### src/rtl/core/sfs_pkg.sv
// ----------------------------------------------------------------------------
// sfs_pkg
// Shared constants, codes and types of the sprite frame sequencer.
// ----------------------------------------------------------------------------
package sfs_pkg;

  localparam int FRAME_BITS = 12;
  localparam int CF_W       = FRAME_BITS + 1;
  localparam int TOTAL_W    = FRAME_BITS + 1;
  localparam int PROD_W     = 14;
  localparam int CAP_W      = (TOTAL_W > PROD_W) ? TOTAL_W : PROD_W;
  localparam int SW         = FRAME_BITS + 3;
  localparam int DIV_CNT_W  = $clog2(FRAME_BITS);
  localparam int ADDR_W     = 5;

  localparam int IN_TDATA_W  = ((FRAME_BITS + 7) / 8) * 8;
  localparam int OUT_W       = FRAME_BITS + 46;
  localparam int OUT_TDATA_W = ((OUT_W + 7) / 8) * 8;

  // output field offsets inside m_tdata
  localparam int O_SHOWN = FRAME_BITS;
  localparam int O_FIN   = FRAME_BITS + 1;
  localparam int O_COL   = FRAME_BITS + 2;
  localparam int O_ROW   = FRAME_BITS + 8;
  localparam int O_SX    = FRAME_BITS + 14;
  localparam int O_SY    = FRAME_BITS + 30;

  localparam logic [1:0] CMD_TICK    = 2'd0;
  localparam logic [1:0] CMD_SET     = 2'd1;
  localparam logic [1:0] CMD_RESTART = 2'd2;

  localparam logic [1:0] LOOP_NORMAL = 2'd0;
  localparam logic [1:0] LOOP_PING   = 2'd1;
  localparam logic [1:0] LOOP_ONCE   = 2'd2;

  localparam logic [1:0] DIR_STOP = 2'd0;
  localparam logic [1:0] DIR_FWD  = 2'd1;
  localparam logic [1:0] DIR_BACK = 2'd3;

  localparam logic [2:0] REG_UPF  = 3'd0;
  localparam logic [2:0] REG_FPR  = 3'd1;
  localparam logic [2:0] REG_FPC  = 3'd2;
  localparam logic [2:0] REG_LOOP = 3'd3;
  localparam logic [2:0] REG_FW   = 3'd4;
  localparam logic [2:0] REG_FH   = 3'd5;

  typedef struct packed {
    logic [15:0] upf;
    logic [6:0]  fpr;
    logic [6:0]  fpc;
    logic [1:0]  loop_mode;
    logic [10:0] fw;
    logic [10:0] fh;
  } cfg_t;

  typedef struct packed {
    logic load;
    logic calc;
    logic step;
    logic div_init;
    logic div_step;
    logic mul;
    logic out_load;
  } dp_cmd_t;

  typedef struct packed {
    logic div_last;
  } dp_status_t;

  function automatic logic [6:0] clamp_dim(logic [6:0] v);
    logic [6:0] r;
    r = v;
    if (v == 7'd0) r = 7'd1;
    else if (v > 7'd64) r = 7'd64;
    return r;
  endfunction

  function automatic logic [10:0] clamp_px(logic [10:0] v);
    return (v > 11'd1024) ? 11'd1024 : v;
  endfunction

endpackage

### src/rtl/core/sfs_regs.sv
// ----------------------------------------------------------------------------
// sfs_regs
// Configuration register file behind the APB-style port.
// ----------------------------------------------------------------------------
module sfs_regs
  import sfs_pkg::*;
(
  input  logic              clk,
  input  logic              rst,
  input  logic              psel,
  input  logic              penable,
  input  logic              pwrite,
  input  logic [ADDR_W-1:0] paddr,
  input  logic [31:0]       pwdata,
  output logic [31:0]       prdata,
  output logic              pready,
  output cfg_t              cfg
);

  logic       wr;
  logic [2:0] idx;

  assign pready = 1'b1;
  assign idx    = paddr[4:2];
  assign wr     = psel && penable && pwrite && pready;

  always_ff @(posedge clk) begin
    if (rst) begin
      cfg.upf       <= 16'd1;
      cfg.fpr       <= 7'd1;
      cfg.fpc       <= 7'd1;
      cfg.loop_mode <= LOOP_NORMAL;
      cfg.fw        <= 11'd1;
      cfg.fh        <= 11'd1;
    end else if (wr) begin
      unique case (idx)
        REG_UPF:  cfg.upf       <= pwdata[15:0];
        REG_FPR:  cfg.fpr       <= pwdata[6:0];
        REG_FPC:  cfg.fpc       <= pwdata[6:0];
        REG_LOOP: cfg.loop_mode <= pwdata[1:0];
        REG_FW:   cfg.fw        <= pwdata[10:0];
        REG_FH:   cfg.fh        <= pwdata[10:0];
        default: ;
      endcase
    end
  end

  always_comb begin
    unique case (idx)
      REG_UPF:  prdata = {16'd0, cfg.upf};
      REG_FPR:  prdata = {25'd0, cfg.fpr};
      REG_FPC:  prdata = {25'd0, cfg.fpc};
      REG_LOOP: prdata = {30'd0, cfg.loop_mode};
      REG_FW:   prdata = {21'd0, cfg.fw};
      REG_FH:   prdata = {21'd0, cfg.fh};
      default:  prdata = 32'd0;
    endcase
  end

endmodule

### src/rtl/core/sfs_ctrl.sv
// ----------------------------------------------------------------------------
// sfs_ctrl
// Command sequencer: steps one command through total, update, divide,
// multiply and output, and owns the stream handshakes.
// ----------------------------------------------------------------------------
module sfs_ctrl
  import sfs_pkg::*;
(
  input  logic       clk,
  input  logic       rst,
  input  logic       s_tvalid,
  output logic       s_tready,
  output logic       m_tvalid,
  input  logic       m_tready,
  output dp_cmd_t    cmd,
  input  dp_status_t status
);

  typedef enum logic [2:0] {
    S_IDLE, S_TOTAL, S_STEP, S_DINIT, S_DIV, S_MUL, S_OUT
  } state_t;

  state_t state;

  assign s_tready = (state == S_IDLE);

  always_comb begin
    cmd          = '0;
    cmd.load     = s_tvalid && s_tready;
    cmd.calc     = (state == S_TOTAL);
    cmd.step     = (state == S_STEP);
    cmd.div_init = (state == S_DINIT);
    cmd.div_step = (state == S_DIV);
    cmd.mul      = (state == S_MUL);
    cmd.out_load = (state == S_OUT) && (!m_tvalid || m_tready);
  end

  always_ff @(posedge clk) begin
    if (rst) begin
      state    <= S_IDLE;
      m_tvalid <= 1'b0;
    end else begin
      if (cmd.out_load) m_tvalid <= 1'b1;
      else if (m_tready) m_tvalid <= 1'b0;
      unique case (state)
        S_IDLE:  if (cmd.load) state <= S_TOTAL;
        S_TOTAL: state <= S_STEP;
        S_STEP:  state <= S_DINIT;
        S_DINIT: state <= S_DIV;
        S_DIV:   if (status.div_last) state <= S_MUL;
        S_MUL:   state <= S_OUT;
        S_OUT:   if (cmd.out_load) state <= S_IDLE;
        default: state <= S_IDLE;
      endcase
    end
  end

endmodule

### src/rtl/core/sfs_datapath.sv
// ----------------------------------------------------------------------------
// sfs_datapath
// Frame state, frame update, restoring column/row divider, pixel offset
// multipliers and the output register.
// ----------------------------------------------------------------------------
module sfs_datapath
  import sfs_pkg::*;
(
  input  logic                   clk,
  input  logic                   rst,
  input  cfg_t                   cfg,
  input  dp_cmd_t                cmd,
  output dp_status_t             status,
  input  logic [IN_TDATA_W-1:0]  s_tdata,
  input  logic [1:0]             s_tuser,
  output logic [OUT_TDATA_W-1:0] m_tdata
);

  // command and frame state
  logic [1:0]                cmd_r;
  logic [FRAME_BITS-1:0]     req_r;
  logic [15:0]               tc;
  logic signed [CF_W-1:0]    cf;
  logic [1:0]                dir;
  logic                      done;

  // per-command working values
  logic [TOTAL_W-1:0]        total_r;
  logic [6:0]                fpr_c;
  logic [15:0]               upf_c;

  // divider and offsets
  logic [FRAME_BITS-1:0]     quo;
  logic [6:0]                rem;
  logic [DIV_CNT_W-1:0]      div_cnt;
  logic [FRAME_BITS-1:0]     idx_r;
  logic                      shown_r;
  logic [5:0]                col_r;
  logic [5:0]                row_r;

  // next values
  logic [15:0]               tc_next;
  logic signed [CF_W-1:0]    cf_next;
  logic [1:0]                dir_next;
  logic                      done_next;

  logic [PROD_W-1:0]         prod;
  logic [CAP_W-1:0]          prod_w;
  logic [CAP_W-1:0]          cap;
  logic [6:0]                trial;
  logic                      ge;
  logic                      shown;
  logic [16:0]               px;
  logic [16:0]               py;

  assign status.div_last = (div_cnt == DIV_CNT_W'(FRAME_BITS - 1));

  assign prod   = PROD_W'(clamp_dim(cfg.fpr)) * PROD_W'(clamp_dim(cfg.fpc));
  assign prod_w = CAP_W'(prod);
  assign cap    = CAP_W'(1) << FRAME_BITS;

  assign trial = {rem[5:0], quo[FRAME_BITS-1]};
  assign ge    = (trial >= fpr_c);
  assign shown = !cf[CF_W-1] && (TOTAL_W'(cf[CF_W-2:0]) < total_r);

  assign px = 17'(clamp_px(cfg.fw)) * 17'(col_r);
  assign py = 17'(clamp_px(cfg.fh)) * 17'(row_r);

  always_comb begin
    logic signed [SW-1:0] cfw;
    logic signed [SW-1:0] tot;
    logic signed [SW-1:0] last;
    logic signed [SW-1:0] a;
    logic signed [SW-1:0] reqw;
    logic [15:0]          tc1;
    cfw       = $signed({{(SW-CF_W){cf[CF_W-1]}}, cf});
    tot       = $signed({{(SW-TOTAL_W){1'b0}}, total_r});
    last      = tot - SW'(1);
    reqw      = $signed({{(SW-FRAME_BITS){1'b0}}, req_r});
    tc1       = tc + 16'd1;
    a         = cfw;
    tc_next   = tc;
    cf_next   = cf;
    dir_next  = dir;
    done_next = done;
    unique case (cmd_r)
      CMD_TICK: begin
        tc_next = tc1;
        if (tc1 >= upf_c) begin
          tc_next = tc1 - upf_c;
          unique case (cfg.loop_mode)
            LOOP_PING: begin
              if (dir == DIR_FWD) begin
                a = cfw + SW'(1);
                if (a >= tot) begin
                  a        = a - SW'(2);
                  dir_next = DIR_BACK;
                end
              end else if (dir == DIR_BACK) begin
                a = cfw - SW'(1);
                if (a < 0) begin
                  a        = a + SW'(2);
                  dir_next = DIR_FWD;
                end
              end
            end
            LOOP_NORMAL: begin
              a = cfw + SW'(1);
              if (a >= tot) a = '0;
            end
            LOOP_ONCE: begin
              if (dir != DIR_STOP) begin
                a = cfw + SW'(1);
                if (a >= tot) begin
                  a         = last;
                  dir_next  = DIR_STOP;
                  done_next = 1'b1;
                end
              end
            end
            default: ;
          endcase
        end
        if (a < 0) a = '0;
        if (a > last) a = last;
        cf_next = a[CF_W-1:0];
      end
      CMD_SET: begin
        a       = (reqw > last) ? last : reqw;
        cf_next = a[CF_W-1:0];
        tc_next = 16'd0;
      end
      CMD_RESTART: begin
        dir_next  = DIR_FWD;
        cf_next   = '1;
        tc_next   = 16'd0;
        done_next = 1'b0;
      end
      default: ;
    endcase
  end

  always_ff @(posedge clk) begin
    if (rst) begin
      tc   <= 16'd0;
      cf   <= '1;
      dir  <= DIR_FWD;
      done <= 1'b0;
    end else if (cmd.step) begin
      tc   <= tc_next;
      cf   <= cf_next;
      dir  <= dir_next;
      done <= done_next;
    end
  end

  always_ff @(posedge clk) begin
    if (cmd.load) begin
      cmd_r <= s_tuser;
      req_r <= s_tdata[FRAME_BITS-1:0];
    end
    if (cmd.calc) begin
      fpr_c   <= clamp_dim(cfg.fpr);
      upf_c   <= (cfg.upf == 16'd0) ? 16'd1 : cfg.upf;
      total_r <= TOTAL_W'((prod_w > cap) ? cap : prod_w);
    end
    if (cmd.div_init) begin
      shown_r <= shown;
      idx_r   <= shown ? cf[FRAME_BITS-1:0] : '0;
      quo     <= shown ? cf[FRAME_BITS-1:0] : '0;
      rem     <= 7'd0;
      div_cnt <= '0;
    end else if (cmd.div_step) begin
      rem     <= ge ? (trial - fpr_c) : trial;
      quo     <= {quo[FRAME_BITS-2:0], ge};
      div_cnt <= div_cnt + DIV_CNT_W'(1);
    end
    if (cmd.mul) begin
      col_r <= rem[5:0];
      row_r <= quo[5:0];
    end
    if (cmd.out_load) begin
      m_tdata <= OUT_TDATA_W'({py[15:0], px[15:0], row_r, col_r, done, shown_r, idx_r});
    end
  end

endmodule

### src/rtl/core/sprite_frame_sequencer.sv
// ----------------------------------------------------------------------------
// sprite_frame_sequencer
// Sprite sheet frame sequencer: tick, set frame and restart commands, each
// answered with the frame index, sheet column/row and source pixel offset.
// Each command steps through the total, update, divider init, divide,
//   multiply and output states; the next command is taken only when idle.
//   A one bit per cycle restoring divider splits the frame into column/row.
// A finished result waits in the output register while the next command
//   is taken. Reset (rst, synchronous): registers at their reset values,
//   frame index -1 (not shown), count zero, direction forward.
// ----------------------------------------------------------------------------
module sprite_frame_sequencer
  import sfs_pkg::*;
(
  input  logic                   clk,
  input  logic                   rst,
  input  logic                   s_tvalid,
  output logic                   s_tready,
  input  logic [IN_TDATA_W-1:0]  s_tdata,   // frame_value
  input  logic [1:0]             s_tuser,   // mode
  output logic                   m_tvalid,
  input  logic                   m_tready,
  // frame_index, frame_shown, finished, sheet_column, sheet_row,
  // source_x, source_y
  output logic [OUT_TDATA_W-1:0] m_tdata,
  input  logic                   psel,
  input  logic                   penable,
  input  logic                   pwrite,
  input  logic [ADDR_W-1:0]      paddr,
  input  logic [31:0]            pwdata,
  output logic [31:0]            prdata,
  output logic                   pready
);

  cfg_t       cfg;
  dp_cmd_t    cmd;
  dp_status_t status;

  sfs_regs u_regs (
    .clk     (clk),
    .rst     (rst),
    .psel    (psel),
    .penable (penable),
    .pwrite  (pwrite),
    .paddr   (paddr),
    .pwdata  (pwdata),
    .prdata  (prdata),
    .pready  (pready),
    .cfg     (cfg)
  );

  sfs_ctrl u_ctrl (
    .clk      (clk),
    .rst      (rst),
    .s_tvalid (s_tvalid),
    .s_tready (s_tready),
    .m_tvalid (m_tvalid),
    .m_tready (m_tready),
    .cmd      (cmd),
    .status   (status)
  );

  sfs_datapath u_dp (
    .clk     (clk),
    .rst     (rst),
    .cfg     (cfg),
    .cmd     (cmd),
    .status  (status),
    .s_tdata (s_tdata),
    .s_tuser (s_tuser),
    .m_tdata (m_tdata)
  );

endmodule

### config.mk
export PLATFORM = sky130hd
export DESIGN_NAME = sprite_frame_sequencer
export DESIGN_NICKNAME = d
export VERILOG_FILES = /design/src/rtl/core/sfs_pkg.sv /design/src/rtl/core/sfs_regs.sv /design/src/rtl/core/sfs_ctrl.sv /design/src/rtl/core/sfs_datapath.sv /design/src/rtl/core/sprite_frame_sequencer.sv
export SDC_FILE = /design/constraint.sdc
export NUM_CORES = 1
export LEC_CHECK = 0
export BUFFER_PORTS_ARGS = -buffer_cell sky130_fd_sc_hd__buf_2
export CORE_ASPECT_RATIO = 0.8
export CORE_MARGIN = 2
export CORE_UTILIZATION = 55
export CTS_CLUSTER_SIZE = 40
export DETAILED_ROUTE_END_ITERATION = 8
export GPL_TIMING_DRIVEN = 0
export PLACE_DENSITY = 0.77
export SYNTH_ARGS = -nofsm -noshare
export SYNTH_HDL_FRONTEND = slang
export SYNTH_SLANG_ARGS = --single-unit
### constraint.sdc
create_clock -name clk -period 5.6 [get_ports clk]
set_clock_uncertainty 0.2 [all_clocks]
set_input_delay 1.4 -clock clk [delete_from_list [all_inputs] [get_ports clk]]
set_output_delay 1.4 -clock clk [all_outputs]
set_load 0.1 [all_outputs]
==> run_results.csv, run 1 <==
group,metric,value,unit
flow_run,timing.max_cap.violations,0,
worst_setup_path,worstPathRequired,5850,ps
outcome,violations,"negative setup slack",
power,power_frac_comb,41.0,%
yosys,synth_cell_types,83,
routing,postRouteAntennaNets,0,
global_route,grt_max_degree,37,
worst_setup_path,r2r_slack,-180,ps
global_route,grtUsageTotal,34.0,%
die,dieArea,0.0387,mm²
timing,fmax,173,MHz
timing,fin_ws,-183,ps
worst_setup_path,cp_max_fo,10,
global_route,antenna_found_initial,5,
min_path,min-delay-start,"u_dp.idx_r[11]$_DFFE_PP_",
routing,drc,0,
finish,antenna_cells,0,
routing,vias_per_cell,6.13,
worst_setup_path,reg2reg_from,"u_dp.cf[2]$_SDFFE_PP1P_",
clock_network,cts_tree,"built",
worst_setup_path,path_class,"reg -> reg",
worst_setup_path,critPathMaxStageDelay,700,ps
routing,wl,66000,µm
place,dp_slack,-2000,ps
finish,area_growth,18.8,%
finish,design_area,0.0242,mm²
clock_network,cts_made_buffers,28,
worst_setup_path,cp_cell_sequence,"buf_8 > clkbuf_1 > xor2_1 > ha_1 > inv_1 > a21o_1 > a2111oi_0 > a211oi_1 > o211ai_1 > o21ai_0 > a211o_1 > a21o_1 > ha_1 > a21oi_1 > o21ai_2 > nor2_1 > and3_1 > a41o_4 > or2_4 > buf_4 > o41ai_4 > nor2b_1",
power,ir_drop,0.238,mV
clock_network,cts_root_buffer,"clkbuf_16",
timing,slew_viol_final,0,
die,chipHeight,176,µm
die,die_width,219,µm
worst_setup_path,startpoint,"u_dp.cf[2]$_SDFFE_PP1P_",
power,intPower,4.17,mW
finish,final_nets,2839,
worst_setup_path,cp-end-kind,"register",
die,start_util,55.4,%
yosys,synth_cells,2290,
place,dpl_cell_area,0.0218,mm²
timing,final_hold_viol_count,0,
die,core-area,0.0368,mm²
global_route,grt_overflow,0,
timing,setup_viol,13,
outcome,status,"finished with violations",
routing,num_vias,18500,
yosys,netlist_area,0.0204,mm²
finish,layout-drive-gt1-share,17.7,%
clock_network,clock_path_buffers,3,
global_route,grt_pass1_vias,18000,
worst_setup_path,critPathSlowestCell,"clkbuf_1",
timing,setup_tns,-1540,ps
yosys,avgSynthCellArea,8.91,µm²
min_path,hold_class,"reg -> reg",
routing,drt_iter0_drc,2240,
timing,tightest_slew,1260,ps
place,port_buffers,113,
power,p_per_area,277,mW/mm²
place,gp_congestion,1.01,
power,clockPowerShare,28.2,%
yosys,ys_seq_area_share,31.2,%
worst_setup_path,critical-path-top-delay-family,"compound AO/OA/AOI/OAI gates",
power,power,6.72,mW
routing,post_drt_wl_per_cell,21.9,µm
yosys,postSynth.asyncResetShare,0,%
power,p_sw_share,37.9,%
yosys,ys_seq_elements,245,
timing,hold_ws,216,ps
yosys,yosysWarningCount,0,
power,p_switching,2.55,mW
worst_setup_path,cp.arrival,6030,ps
timing,grt_setup_unrepaired,"true",
power,p_leak,10.5,nW
place,dp_hpwl,50100,µm
die,rows,63,
routing,dr.pass1.iters,6,
timing,slew_headroom,15.5,%
clock_network,clk_latency,570,ps
yosys,synthFlopType,"edfxtp_1",
timing,timing.final.crit_period,5780,ps
worst_setup_path,start_kind,"register",
die,ios,161,
global_route,grt_pass1_wl,101000,µm
yosys,synth_edf_count,145,
power,pwr-share-seq,30.9,%
timing,timing.final.crit_share,103,%
clock_network,cts_num_sinks,245,
worst_setup_path,worst-path-buf-inv,4,
clock_network,cts_max_level,1,
clock_network,cts.clk_slew.worst_paths,60,ps
[power groups by stage]
stage	clock [mW]	sequential [mW]	combinational (mW)
after floorplan	0	2.07	1.44
after global placement	0	2.10	2.04
after detailed placement	0	2.10	2.05
after CTS	1.91	2.06	2.52
after global routing	1.97	2.07	2.91
final	1.89	2.07	2.75
[flip-flops by register name, indices dropped and copies added, names as in the netlist, 3 cells and up]
name and cells:
u_ctrl.state 3, u_dp.upf_c 16, u_dp.req_r 12, u_regs.cfg 54, u_dp.row_r 6, u_dp.tc 16
u_dp.quo 12, u_dp.div_cnt 4, u_dp.col_r 6, u_dp.cf 13, u_dp.fpr_c 7, u_dp.total_r 13
u_dp.m_tdata 58, u_dp.idx_r 12, u_dp.rem 6
[placed cells by master, fill, tap and decap left out, types with 10 or more instances in the layout]
cell type and instances:
nand2_1 278, inv_1 205, ha_1 159, edfxtp_1 145
nor2_1 141, buf_2 118, a21oi_1 108, fa_1 98
dfxtp_1 87, clkbuf_1 83, buf_4 73, xnor2_1 72
o21ai_0 69, and2_1 62, mux2i_1 57, nor3_1 53
nand3_1 45, nor2b_1 44, clkbuf_16 28, a21o_1 25
o21a_1 24, conb_1 23, o211ai_1 22, nand2b_1 21
nand4_1 19, xor2_1 18, a31oi_1 17, o21ai_1 17
nor3b_1 14, nor4_1 13, buf_6 12, o41ai_1 12
o31a_1 11, ha_4 11, or3_1 10, or4_1 10
[layout make-up]
type	count	area (µm²)
Multi-Input combinational cell	1703	13600
Fill cell	2967	12600
Clock inverter	15	169
Sequential cell	245	6390
Timing Repair Buffer	171	1060
Clock buffer	37	779
Inverter	215	816
Tap cell	487	609
Buffer	144	800
[cells in the mapped netlist, types with 8 or more instances]
master,instances,area share [%]
fa_1,98,9.6
o31a_1,11,0.47
a22oi_1,8,0.29
a2111oi_0,8,0.34
or4_1,12,0.44
nor3_1,60,1.5
nor4_1,16,0.49
and4_1,8,0.34
mux2i_1,57,2.8
xor2_1,21,0.90
clkbuf_1,105,1.9
o31ai_1,11,0.40
a31oi_1,23,0.71
nand2_1,283,5.2
buf_4,25,0.92
dfxtp_1,100,9.8
o21bai_1,8,0.29
buf_2,8,0.20
o21a_1,24,0.88
a21oi_1,116,2.8
ha_1,171,10
o41ai_1,13,0.56
xnor2_1,84,3.6
and2_1,62,1.9
edfxtp_1,145,21
and3_1,8,0.25
nand4_1,19,0.58
nor3b_1,15,0.55
nor2b_1,49,1.5
nand2b_1,23,0.71
nand3_1,48,1.2
o211a_1,9,0.44
o21ai_0,89,2.2
a211oi_1,11,0.40
inv_1,212,3.9
a21o_1,25,0.92
o211ai_1,22,0.81
or3_1,10,0.31
nor2_1,153,2.8
buf_1,10,0.18
[stage by stage]
stage,instances,util (%)
after global placement,2911,59.0
final,3017,65.9
after CTS,3001,64.5
after floorplan,2311,-
after global routing,3017,65.9
after detailed placement,2914,59.1
[cells by family after synthesis]
| kind of cell | share of synthesized area [%] |
|---|---|
| simple gates | 18.7 |
| compound gates | 14.6 |
| buf+inv | 7.24 |
| fa+ha+maj | 20.1 |
| flops | 31.2 |
| xor+xnor | 4.51 |
| mux | 3.57 |
| other cells | 0.0368 |
[final timing paths]
check / to / cells after the start
max: u_dp.cf[4]$_SDFFE_PP1P_ / 22
min: u_dp.m_tdata[11]$_DFFE_PP_ / 0
max reg2reg: u_dp.cf[4]$_SDFFE_PP1P_ / 22
min reg2reg: u_dp.m_tdata[11]$_DFFE_PP_ / 0
[routing by layer]
metal	vias up	part of all wire, %	GRT usage [%]
met3	139	11	8.03
met2	1051	43	51.1
met5	-	0.055	0
met4	6	2.9	9.49
li1	8365	-	-
met1	8927	43	48.9
[repair_timing]
action / in CTS / in global routing
pin swaps: 51 / 54
gates cloned: 1 / 1
hold buffers: 0 / 0
gates resized for setup: 169 / 98
setup endpoints to repair: 26 / 29
buffers inserted: 36 / 17
No activity file was read; power rests on OpenSTA's default activity.
==> inputs of run 2 (changes only) <==
PLACE_DENSITY = 0.74   (was 0.77)
clock period = 6.5 ns   (was 5.6 ns; I/O delays follow)
==> run 2 against run 1 <==
Effect of this change: the flow now finishes without violations; global-route usage down 0.55 points; non-clock buffer count is 34 lower; utilization fell by 3.1 points; combinational power decreased by 24%; first-iteration DRC count decreased by 11%; clock-buffer cell count down 8; die area unchanged.
==> run_results.csv, run 2 (synthesis gave the netlist of run 1 again) <==
group,metric,value,unit
clock_network,cts.clk_slew.worst_paths,60,ps
timing,slew_headroom,8.61,%
place,gp_congestion,1.01,
global_route,grtUsageTotal,33.4,%
timing,timing.final.crit_period,6370,ps
timing,final_hold_viol_count,0,
power,p_per_area,234,mW/mm²
routing,num_vias,17900,
timing,setup_tns,0,ps
worst_setup_path,worst-path-buf-inv,3,
finish,area_growth,13.2,%
global_route,grt_max_degree,35,
power,power,5.40,mW
finish,regMostFlops,"u_dp.m_tdata",
finish,top_regs,"u_dp.m_tdata (58), u_regs.cfg (54)",
timing,grt_setup_unrepaired,"false",
timing,tightest_slew,1360,ps
clock_network,cts_made_buffers,27,
routing,vias_per_cell,6.02,
clock_network,cts_tree,"built",
finish,largest_reg_flops,58,
clock_network,cts_hold_buffers,0,
timing,slew_viol_final,0,
global_route,grt_pass1_vias,17500,
routing,drc,0,
die,chipHeight,176,µm
min_path,hold_class,"reg -> reg",
worst_setup_path,worstPathRequired,6720,ps
clock_network,cts_max_level,1,
die,die_width,219,µm
worst_setup_path,cp_cell_sequence,"buf_4 > and4_1 > nand2_1 > xnor2_2 > ha_1 > nand4_1 > a211oi_2 > o21ai_2 > a21oi_4 > clkbuf_1 > and4_1 > o21ai_0 > a221oi_1 > o21ai_0 > ha_1 > a21o_1 > a21oi_1 > o21ai_1 > a311o_2 > or2_4 > buf_4 > o31ai_2 > o221ai_1",
flow_run,timing.max_cap.violations,0,
global_route,grt_pass1_wl,99100,µm
worst_setup_path,critical-path-top-delay-family,"compound AO/OA/AOI/OAI gates",
worst_setup_path,critPathMaxStageDelay,630,ps
finish,mostFrequentLayoutCell,"nand2_1",
place,port_buffers,113,
place,dp_slack,-1510,ps
timing,fin_ws,126,ps
finish,final_cell_mix,"nand2_1, inv_1, ha_1",
worst_setup_path,cp.arrival,6600,ps
routing,post_drt_wl_per_cell,21.6,µm
routing,postRouteAntennaNets,0,
timing,fmax,157,MHz
die,start_util,55.4,%
global_route,antenna_found_initial,2,
worst_setup_path,cp-end-kind,"register",
die,ios,161,
outcome,status,"finished, final reports clean",
routing,wl,64300,µm
clock_network,clock_path_buffers,3,
routing,drt_iter0_drc,1991,
clock_network,cts_num_sinks,245,
worst_setup_path,cp_max_fo,10,
global_route,grt_overflow,0,
routing,dr.pass1.iters,7,
clock_network,clk_latency,570,ps
timing,timing.final.crit_share,98.1,%
die,rows,63,
worst_setup_path,critPathSlowestCell,"a221oi_1",
place,dp_hpwl,49800,µm
timing,setup_viol,0,
worst_setup_path,start_kind,"register",
clock_network,cts_root_buffer,"clkbuf_16",
timing,hold_ws,218,ps
power,p_leak,10.0,nW
die,core-area,0.0368,mm²
die,dieArea,0.0387,mm²
finish,layout-drive-gt1-share,12.5,%
worst_setup_path,path_class,"reg -> reg",
finish,final_nets,2803,
power,ir_drop,0.200,mV
## run 2: changes by cell type in the layout (fill, tap and decap cells not counted), sizes merged
cell / change
and4: -1
buf: -42
clkinv: +6
clkinvlp: -1
diode: +1
## run 2: metal layers
layer  up-vias  track usage (%)  wire length (µm)
met4         2             8.84              1740
met5         -                0                18
met1      8628             47.8             27700
met3       111             9.35              7380
li1       8282                -                 -
met2       922             49.7             27400
## run 2: report_power, final
| group | switching, mW | internal (mW) |
|---|---|---|
| Combinational | 1.34 | 0.733 |
| Clock | 0.661 | 0.889 |
| Sequential | 0.0702 | 1.71 |
## run 2: through the flow
| stage | area, µm² | util (%) | cells |
|---|---|---|---|
| final | 23100 | 62.7 | 2980 |
| after global routing | 23100 | 62.7 | 2979 |
| after CTS | 22800 | 62.1 | 2969 |
| after detailed placement | 21700 | 59.0 | 2914 |
| after global placement | 21700 | 58.8 | 2911 |
| after floorplan | 20500 | - | 2311 |
## run 2: final cells by class
| class | count | area [µm²] |
|---|---|---|
| Sequential cell | 245 | 6370 |
| Inverter | 215 | 812 |
| Antenna cell | 1 | 2.50 |
| Timing Repair Buffer | 134 | 743 |
| Tap cell | 487 | 609 |
| Multi-Input combinational cell | 1702 | 13000 |
| Fill cell | 3143 | 13700 |
| Clock buffer | 29 | 693 |
| Buffer | 147 | 712 |
| Clock inverter | 20 | 183 |
## run 2: path summary, 6_finish.rpt
| kind | startpoint | endpoint | slack (ps) | cells past startpoint |
|---|---|---|---|---|
| worst max-delay path | u_dp.cf[3]$_SDFFE_PP1P_ | u_dp.cf[10]$_SDFFE_PP1P_ | 130 | 23 |
| worst min-delay path | u_dp.idx_r[5]$_DFFE_PP_ | u_dp.m_tdata[5]$_DFFE_PP_ | 220 | 0 |
| worst min register to register | u_dp.idx_r[5]$_DFFE_PP_ | u_dp.m_tdata[5]$_DFFE_PP_ | 220 | 0 |
| worst max register to register | u_dp.cf[3]$_SDFFE_PP1P_ | u_dp.cf[10]$_SDFFE_PP1P_ | 130 | 23 |
## run 2: repair_timing
action                                  in CTS  in global routing
hold endpoints to repair                     0                  0
buffers inserted                             7                 11
gates cloned                                 0                  0
endpoints found under the setup margin      18                 24
pin swaps                                    4                 10
resized for setup                           66                 46
